File: config.mk
export PLATFORM = sky130hd
export DESIGN_NAME = ordered_timer_queue_core
export DESIGN_NICKNAME = d
export VERILOG_FILES = /design/src/hdl/ott_pkg.sv /design/src/hdl/ott_ram.sv /design/src/hdl/ordered_timer_queue_core.sv
export SDC_FILE = /design/constraint.sdc
export NUM_CORES = 2
export LEC_CHECK = 0
export BUFFER_PORTS_ARGS = -buffer_cell sky130_fd_sc_hd__buf_4
export CORE_MARGIN = 10
export CORE_UTILIZATION = 39
export CTS_CLUSTER_DIAMETER = 120
export DETAILED_ROUTE_END_ITERATION = 10
export GPL_TIMING_DRIVEN = 0
export PLACE_DENSITY = 0.59
export SETUP_SLACK_MARGIN = 0.15
export SLEW_MARGIN = 15
export SYNTH_ARGS = -nofsm -noshare
export SYNTH_HDL_FRONTEND = slang
export SYNTH_SLANG_ARGS = --single-unit
File: constraint.sdc
create_clock -name clk_i -period 15.7 [get_ports clk_i]
set_input_delay 0.785 -clock clk_i [delete_from_list [all_inputs] [get_ports clk_i]]
set_output_delay 0.785 -clock clk_i [all_outputs]
set_load 0.01 [all_outputs]
File: src/hdl/ott_pkg.sv
// Shared types and constants for the ordered timer queue.
// Used by ordered_timer_queue_core and the testbench; depends on nothing.
package ott_pkg;

  localparam int unsigned SlotsDefault = 16;
  localparam int unsigned IdW   = 16;
  localparam int unsigned TimeW = 48;
  localparam int unsigned PerW  = 32;
  localparam int unsigned RowW  = IdW + TimeW + PerW;
  localparam logic [TimeW-1:0] MinDelay = TimeW'(100);
  localparam logic [TimeW-1:0] TimeMax  = {TimeW{1'b1}};

  typedef enum logic [1:0] {
    CMD_ADD    = 2'd0,
    CMD_CANCEL = 2'd1,
    CMD_TICK   = 2'd2,
    CMD_NONE   = 2'd3
  } cmd_e;

  typedef enum logic [1:0] {
    KIND_ADD_ACK    = 2'd0,
    KIND_CANCEL_ACK = 2'd1,
    KIND_FIRED      = 2'd2,
    KIND_SUMMARY    = 2'd3
  } kind_e;

  typedef enum logic [1:0] {
    ST_OK        = 2'd0,
    ST_FULL      = 2'd1,
    ST_DUPLICATE = 2'd2,
    ST_NOT_FOUND = 2'd3
  } status_e;

  typedef enum logic [1:0] {
    S_IDLE,
    S_SCAN,
    S_DONE
  } fsm_e;

  typedef struct packed {
    logic [IdW-1:0]   ident;
    logic [TimeW-1:0] expiry;
    logic [PerW-1:0]  period;
  } row_t;

endpackage

File: src/hdl/ott_ram.sv
// Generic single-write, single-read RAM with registered read data.
// No package dependency.
module ott_ram #(
  parameter int unsigned Width = 8,
  parameter int unsigned Depth = 16,
  localparam int unsigned AddrW = (Depth > 1) ? $clog2(Depth) : 1
) (
  input  logic             clk_i,
  input  logic             we_i,
  input  logic [AddrW-1:0] waddr_i,
  input  logic [Width-1:0] wdata_i,
  input  logic [AddrW-1:0] raddr_i,
  output logic [Width-1:0] rdata_o
);

  logic [Width-1:0] mem [Depth];
  logic [Width-1:0] rdata_q;

  always_ff @(posedge clk_i) begin
    if (we_i) begin
      mem[waddr_i] <= wdata_i;
    end
    rdata_q <= mem[raddr_i];
  end

  assign rdata_o = rdata_q;

endmodule

File: src/hdl/ordered_timer_queue_core.sv
// Ordered timer queue: timer rows live in one RAM, valid and fired bits in flops.
// Add and cancel take one scan of the slots, then the result state.
// A tick takes n+1 scans, each followed by the result state, for n fired
// timers; each scan picks the earliest unfired expired row, the last one yields the summary.
// Input is stalled for the whole command; the next beat can be taken in the cycle after the
// final result loads, and a stalled result holds the scan. Reset clears valid bits at once.
// Depends on ott_pkg and ott_ram.
module ordered_timer_queue_core
  import ott_pkg::*;
#(
  parameter int unsigned SLOTS = SlotsDefault
) (
  input  logic             clk_i,
  input  logic             rst_ni,
  input  logic             in_valid_i,
  output logic             in_stall_o,
  input  logic [1:0]       command_i,
  input  logic [IdW-1:0]   tmr_id_i,
  input  logic [TimeW-1:0] expire_time_i,
  input  logic [PerW-1:0]  period_i,
  input  logic [TimeW-1:0] now_time_i,
  output logic             out_valid_o,
  input  logic             out_stall_i,
  output logic [1:0]       kind_o,
  output logic [IdW-1:0]   fired_id_o,
  output logic [1:0]       status_o,
  output logic             head_moved_o,
  output logic             next_valid_o,
  output logic [TimeW-1:0] next_delay_o,
  output logic             last_o
);

  localparam int unsigned IdxW = (SLOTS > 1) ? $clog2(SLOTS) : 1;
  localparam int unsigned CntW = $clog2(SLOTS + 1);

  fsm_e state_q, state_d;

  cmd_e             cmd_q;
  logic [IdW-1:0]   id_q;
  logic [TimeW-1:0] exp_q;
  logic [PerW-1:0]  per_q;
  logic [TimeW-1:0] now_q;

  logic [SLOTS-1:0] valid_q, fired_q;
  logic [CntW-1:0]  raddr_q;
  logic             rvalid_q;
  logic [IdxW-1:0]  ridx_q;

  logic             hit_q, free_q, early_q, any_q;
  logic [IdxW-1:0]  hit_idx_q, free_idx_q;
  logic [TimeW-1:0] hit_exp_q, min_q;
  logic [IdW-1:0]   hit_id_q;
  logic [PerW-1:0]  hit_per_q;

  logic             out_valid_q, last_q, ec_q, nv_q;
  kind_e            kind_q;
  status_e          status_q;
  logic [IdW-1:0]   fid_q;
  logic [TimeW-1:0] delay_q;

  logic             last_d, ec_d, nv_d;
  kind_e            kind_d;
  status_e          status_d;
  logic [IdW-1:0]   fid_d;
  logic [TimeW-1:0] delay_d;

  row_t            rd_row, wr_row;
  logic            ram_we;
  logic [IdxW-1:0] ram_waddr;
  logic            in_fire, issue, out_free, finish;
  logic [TimeW:0]  rearm_sum, diff;
  logic [TimeW-1:0] rearm_exp, delay_val;

  assign in_stall_o = (state_q != S_IDLE);
  assign in_fire    = in_valid_i && !in_stall_o;
  assign issue      = (state_q == S_SCAN) && (raddr_q < CntW'(SLOTS));
  assign out_free   = !out_valid_q || !out_stall_i;
  assign finish     = (state_q == S_DONE) && out_free;

  assign rearm_sum = {1'b0, now_q} + {{(TimeW + 1 - PerW){1'b0}}, hit_per_q};
  assign rearm_exp = rearm_sum[TimeW] ? TimeMax : rearm_sum[TimeW-1:0];
  assign diff      = {1'b0, min_q} - {1'b0, now_q};
  assign delay_val = (!diff[TimeW] && diff[TimeW-1:0] >= MinDelay) ?
                     diff[TimeW-1:0] : MinDelay;

  ott_ram #(
    .Width (RowW),
    .Depth (SLOTS)
  ) u_ram (
    .clk_i   (clk_i),
    .we_i    (ram_we),
    .waddr_i (ram_waddr),
    .wdata_i (wr_row),
    .raddr_i (raddr_q[IdxW-1:0]),
    .rdata_o (rd_row)
  );

  always_comb begin
    state_d = state_q;
    unique case (state_q)
      S_IDLE: begin
        if (in_fire && command_i != CMD_NONE) state_d = S_SCAN;
      end
      S_SCAN: begin
        if (!issue && !rvalid_q) state_d = S_DONE;
      end
      S_DONE: begin
        if (out_free) begin
          state_d = (cmd_q == CMD_TICK && hit_q) ? S_SCAN : S_IDLE;
        end
      end
      default: state_d = S_IDLE;
    endcase
  end

  always_comb begin
    ram_we    = 1'b0;
    ram_waddr = hit_idx_q;
    wr_row    = '{ident: hit_id_q, expiry: rearm_exp, period: hit_per_q};
    if (finish) begin
      unique case (cmd_q)
        CMD_ADD: begin
          ram_we    = !hit_q && free_q;
          ram_waddr = free_idx_q;
          wr_row    = '{ident: id_q, expiry: exp_q, period: per_q};
        end
        CMD_TICK: ram_we = hit_q && (hit_per_q != '0);
        default: ram_we = 1'b0;
      endcase
    end
  end

  always_comb begin
    kind_d   = KIND_ADD_ACK;
    status_d = ST_OK;
    fid_d    = '0;
    ec_d     = 1'b0;
    nv_d     = 1'b0;
    delay_d  = '0;
    last_d   = 1'b1;
    unique case (cmd_q)
      CMD_ADD: begin
        if (hit_q) status_d = ST_DUPLICATE;
        else if (!free_q) status_d = ST_FULL;
        else ec_d = early_q;
      end
      CMD_CANCEL: begin
        kind_d = KIND_CANCEL_ACK;
        if (!hit_q) status_d = ST_NOT_FOUND;
      end
      CMD_TICK: begin
        if (hit_q) begin
          kind_d = KIND_FIRED;
          fid_d  = hit_id_q;
          last_d = 1'b0;
        end else begin
          kind_d  = KIND_SUMMARY;
          nv_d    = any_q;
          delay_d = any_q ? delay_val : '0;
        end
      end
      default: kind_d = KIND_ADD_ACK;
    endcase
  end

  always_ff @(posedge clk_i or negedge rst_ni) begin
    if (!rst_ni) begin
      state_q     <= S_IDLE;
      valid_q     <= '0;
      fired_q     <= '0;
      raddr_q     <= '0;
      rvalid_q    <= 1'b0;
      out_valid_q <= 1'b0;
    end else begin
      state_q  <= state_d;
      rvalid_q <= issue;
      if (issue) raddr_q <= raddr_q + CntW'(1);
      if (finish) out_valid_q <= 1'b1;
      else if (out_valid_q && !out_stall_i) out_valid_q <= 1'b0;
      if (in_fire) begin
        raddr_q <= '0;
        fired_q <= '0;
      end
      if (finish) begin
        raddr_q     <= '0;
        unique case (cmd_q)
          CMD_ADD: if (!hit_q && free_q) valid_q[free_idx_q] <= 1'b1;
          CMD_CANCEL: if (hit_q) valid_q[hit_idx_q] <= 1'b0;
          CMD_TICK: begin
            if (hit_q) begin
              fired_q[hit_idx_q] <= 1'b1;
              if (hit_per_q == '0) valid_q[hit_idx_q] <= 1'b0;
            end
          end
          default: valid_q <= valid_q;
        endcase
      end
    end
  end

  always_ff @(posedge clk_i) begin
    ridx_q <= raddr_q[IdxW-1:0];
    if (in_fire) begin
      cmd_q <= cmd_e'(command_i);
      id_q  <= tmr_id_i;
      exp_q <= expire_time_i;
      per_q <= period_i;
      now_q <= now_time_i;
    end
    if (in_fire || finish) begin
      hit_q   <= 1'b0;
      free_q  <= 1'b0;
      early_q <= 1'b1;
      any_q   <= 1'b0;
    end else if (rvalid_q) begin
      if (cmd_q == CMD_TICK) begin
        if (valid_q[ridx_q] && !fired_q[ridx_q] && rd_row.expiry <= now_q &&
            (!hit_q || rd_row.expiry < hit_exp_q ||
             (rd_row.expiry == hit_exp_q && rd_row.ident < hit_id_q))) begin
          hit_q     <= 1'b1;
          hit_idx_q <= ridx_q;
          hit_exp_q <= rd_row.expiry;
          hit_id_q  <= rd_row.ident;
          hit_per_q <= rd_row.period;
        end
        if (valid_q[ridx_q] && (!any_q || rd_row.expiry < min_q)) begin
          any_q <= 1'b1;
          min_q <= rd_row.expiry;
        end
      end else begin
        if (valid_q[ridx_q] && rd_row.ident == id_q) begin
          hit_q     <= 1'b1;
          hit_idx_q <= ridx_q;
        end
        if (!valid_q[ridx_q] && !free_q) begin
          free_q     <= 1'b1;
          free_idx_q <= ridx_q;
        end
        if (valid_q[ridx_q] && !(exp_q < rd_row.expiry)) early_q <= 1'b0;
      end
    end
    if (finish) begin
      kind_q   <= kind_d;
      status_q <= status_d;
      fid_q    <= fid_d;
      ec_q     <= ec_d;
      nv_q     <= nv_d;
      delay_q  <= delay_d;
      last_q   <= last_d;
    end
  end

  assign out_valid_o  = out_valid_q;
  assign kind_o       = kind_q;
  assign fired_id_o   = fid_q;
  assign status_o     = status_q;
  assign head_moved_o = ec_q;
  assign next_valid_o = nv_q;
  assign next_delay_o = delay_q;
  assign last_o       = last_q;

`ifndef NO_ASSERTIONS
  a_we_in_done: assert property (@(posedge clk_i) disable iff (!rst_ni)
    ram_we |-> state_q == S_DONE)
    else $error("RAM write outside result cycle");
  a_load_from_done: assert property (@(posedge clk_i) disable iff (!rst_ni)
    (out_valid_o && !$past(out_valid_o)) |-> $past(state_q == S_DONE))
    else $error("result loaded outside result cycle");
  a_hit_expired: assert property (@(posedge clk_i) disable iff (!rst_ni)
    (state_q == S_DONE && cmd_q == CMD_TICK && hit_q) |-> hit_exp_q <= now_q)
    else $error("fired timer not expired");
`endif

endmodule

==> impl_metrics.tcl <==
set metrics [dict create \
    yosysSeqAreaShare_pct 70.8 \
    rr_startpoint "now_q[1]$_DFFE_PP_" \
    crit_fanout 16 \
    tritoncts "built" \
    crit_top_cell "a21oi_1" \
    avgSynthCellArea_um2 18.0 \
    reg2reg_depth 14 \
    vdd_drop_max_mv 0.101 \
    final-max-slew-violation-count 0 \
    path_cells "inv_1 -> fa_1 -> nor2b_1 -> o31a_1 -> o22ai_1 -> a31oi_1 -> o21ai_0 -> o21ai_1 -> a41o_1 -> a21oi_1 -> nor2_1 -> a21oi_1 -> clkbuf_1 -> a21oi_1" \
    core_area_um2 217000 \
    clock_path_buffers 3 \
    fin_crit_sh_pct 39.3 \
    r2r_setup_slack_ps 9530 \
    antenna_found_initial 11 \
    grt_pass1_wl_um 350000 \
    die_area_um2 237000 \
    min_to "now_q[14]$_DFFE_PP_" \
    route.vias.total 47000 \
    reg2reg_to "u_ram.mem[6][56]$_DFFE_PP_" \
    grt_max_degree 79 \
    critPathCaptureType "flip-flop" \
    skew_ps 43.8 \
    gp_congestion 0.885 \
    io-pin-count 223 \
    power.density_nw_per_um2 160 \
    yosys_warnings 0 \
    syn_nets 5179 \
    min_period_ps 6170 \
    fin_area_um2 99700 \
    max-cap-violations 0 \
    synthArstFlopShare_pct 2.00 \
    ctsRootBufferMaster "clkbuf_16" \
    hold_class "in -> reg" \
    cts.sinks 2050 \
    critPathKind "reg -> reg" \
    cp-start-kind "flip-flop" \
    num_rows 171 \
    total_power_mw 16.0 \
    synthCells 4737 \
    holdWs_ps 86.0 \
    layout_commonest_cell "edfxtp_1" \
    synth_top_area_share_pct 67.2 \
    critPathMaxStageDelay_ps 730 \
    drive_gt1_share_pct 22.6 \
    routed_wl_um 246000 \
    final_cell_mix "1905 x edfxtp_1, 490 x mux4_2, 290 x ha_1, 236 x nand2_1, 233 x inv_1" \
    clk_pin_slew_worst_paths_ps 60 \
    die_height_um 487 \
    grt_overflow_total 0 \
    numCtsBuffers 212 \
    outcome "finished, final reports clean" \
    hp-start "now_time_i[14]" \
    slowest_stage "a21oi_1" \
    setup_viol 0 \
    setup_tns_ps 0 \
    slew_headroom_pct 16.8 \
    ant_nets 0 \
    post-cts-setup-buffers 0 \
    nets 5702 \
    hold_viol 0 \
    worst_slew_pin_slew_ps 1250 \
    synth_area_um2 85100 \
    p_leak_nw 34.2 \
    required_ps 16160 \
    final_core_util_pct 45.9 \
    drtIter0Drc 4999 \
    area_growth_pct 17.1 \
    track_usage_pct 20.4 \
    initial_core_util_pct 39.2 \
    dp_hpwl_um 170000 \
    hold_depth 1 \
    synth_cell_types 82 \
    synth_top_cell_by_area "edfxtp_1" \
    die_w_um 487 \
    avgRoutedWirePerCell_um 29.6 \
    avgViaCountPerCell 5.66 \
    first_pass_iters 9 \
    yosys-top-cells-area "edfxtp_1 67%, mux4_2 13%, ha_1 4.3%, dfxtp_1 2.4%, dfrtp_1 1.2%" \
    grt_pass1_vias 47900 \
    synth-seq-cells 2050 \
    portBuffers 222 \
    crit_arrival_ps 6630 \
    ys.flop_type "edfxtp_1" \
    clock_latency_ps 880 \
    max_freq_ghz 0.162 \
    drc 0 \
    synth-edff-count 1905 \
    place_area_um2 92500 \
    h-tree-depth 4 \
    rsz0062_at_grt "no" \
]
worst max-delay path by stage:
stage,startpoint,cells after the start,endpoint,slack [ps]
final,now_q[1]$_DFFE_PP_,14,u_ram.mem[6][56]$_DFFE_PP_,9530
after global routing,now_q[1]$_DFFE_PP_,14,u_ram.mem[12][56]$_DFFE_PP_,9320
after CTS,now_q[1]$_DFFE_PP_,14,u_ram.mem[14][59]$_DFFE_PP_,9690
after detailed placement,now_q[1]$_DFFE_PP_,14,u_ram.mem[15][59]$_DFFE_PP_,9720
after global placement,out_stall_i,7,u_ram.mem[1][10]$_DFFE_PP_,-6920
after floorplan,out_stall_i,6,u_ram.mem[1][0]$_DFFE_PP_,4980
cell usage after synthesis (16+ instances only):
cell and count:
xor2_1 40, nand2b_1 37, edfxtp_1 1905, nand2_1 236, dfrtp_1 41, nor3_1 33
ha_1 290, a31oi_1 18, and2_1 16, nand3_1 37, clkbuf_1 124, nor2b_1 42
dfxtp_1 104, and3_1 28, mux4_2 490, inv_1 234, o21a_1 22, xnor2_1 49
o31ai_1 17, a21oi_1 193, o21ai_0 142, nand4_1 71, nor2_1 186, nor4_1 27
buf_1 40, a21o_1 105
area by class of cell:
class,count,area (um2)
diodes,4,10.0
plain buffers,179,746
clock buffers,305,6050
clock inverters,97,962
fillers,18500,117000
inverters,234,886
multi-input cells,2274,23400
flip-flops and latches,2050,60300
well taps,2854,3570
repair buffers,309,3690
cells by family (layout without fill, tap and decap cells):
logic type	after synthesis	after routing	share of synthesized area [%]
AO/OA/AOI/OAI	626	626	4.66
XOR/XNOR	89	89	0.916
flip-flops	2050	2050	70.8
other	0	4	0
AND/OR/NAND/NOR	771	771	4.39
adder cells (fa/ha/maj)	292	292	4.31
multiplexers	496	496	13.0
buffers and inverters	413	1124	1.86
repair_timing:
| item | CTS | global route |
|---|---|---|
| hold buffers | 1 | 0 |
| gates resized for setup | 0 | 0 |
| endpoints found under the hold margin | 41 | 0 |
metrics by stage:
step	worst slack, ps	std cells
6_report	9530	8306
5_1_grt	9320	8303
4_1_cts	9690	8299
3_5_place_dp	9720	7896
3_3_place_gp	-6920	7813
2_1_floorplan	4980	4737
where the power goes:
| part | switching [mW] | internal [mW] | leakage (nW) |
|---|---|---|---|
| Combinational | 2.26 | 1.80 | 12.3 |
| Clock | 2.13 | 2.91 | 3.39 |
| Sequential | 0.399 | 6.47 | 18.6 |
routing by layer:
layer / track usage, % / part of all wire, % / vias to the layer above
met4: 7.00 / 3.7 / 2
met1: 27.9 / 41 / 24700
li1: - / - / 20100
met2: 33.3 / 48 / 1840
met5: 0 / 0.0037 / -
met3: 3.22 / 7.0 / 367
worst max-delay path, delay by kind of cell, from the launching register on:
kind / cells / cell delay [ps]
buffers and inverters: 2 / 1090
DFF: 1 / 610
adders and majority gates: 1 / 300
and+or+nand+nor: 2 / 190
AOI/OAI and AO/OA: 9 / 3530
sequential cells by signal (all words and copies together) (netlist names), 32 cells and up:
| name | flops |
|---|---|
| u_ram.mem | 1536 |
| u_ram.rdata_o | 96 |
| hit_exp_q | 48 |
| per_q | 32 |
| min_q | 48 |
| now_q | 48 |
| hit_per_q | 32 |
| exp_q | 48 |
| next_delay_o | 48 |
No activity file was read; power rests on OpenSTA's default activity.
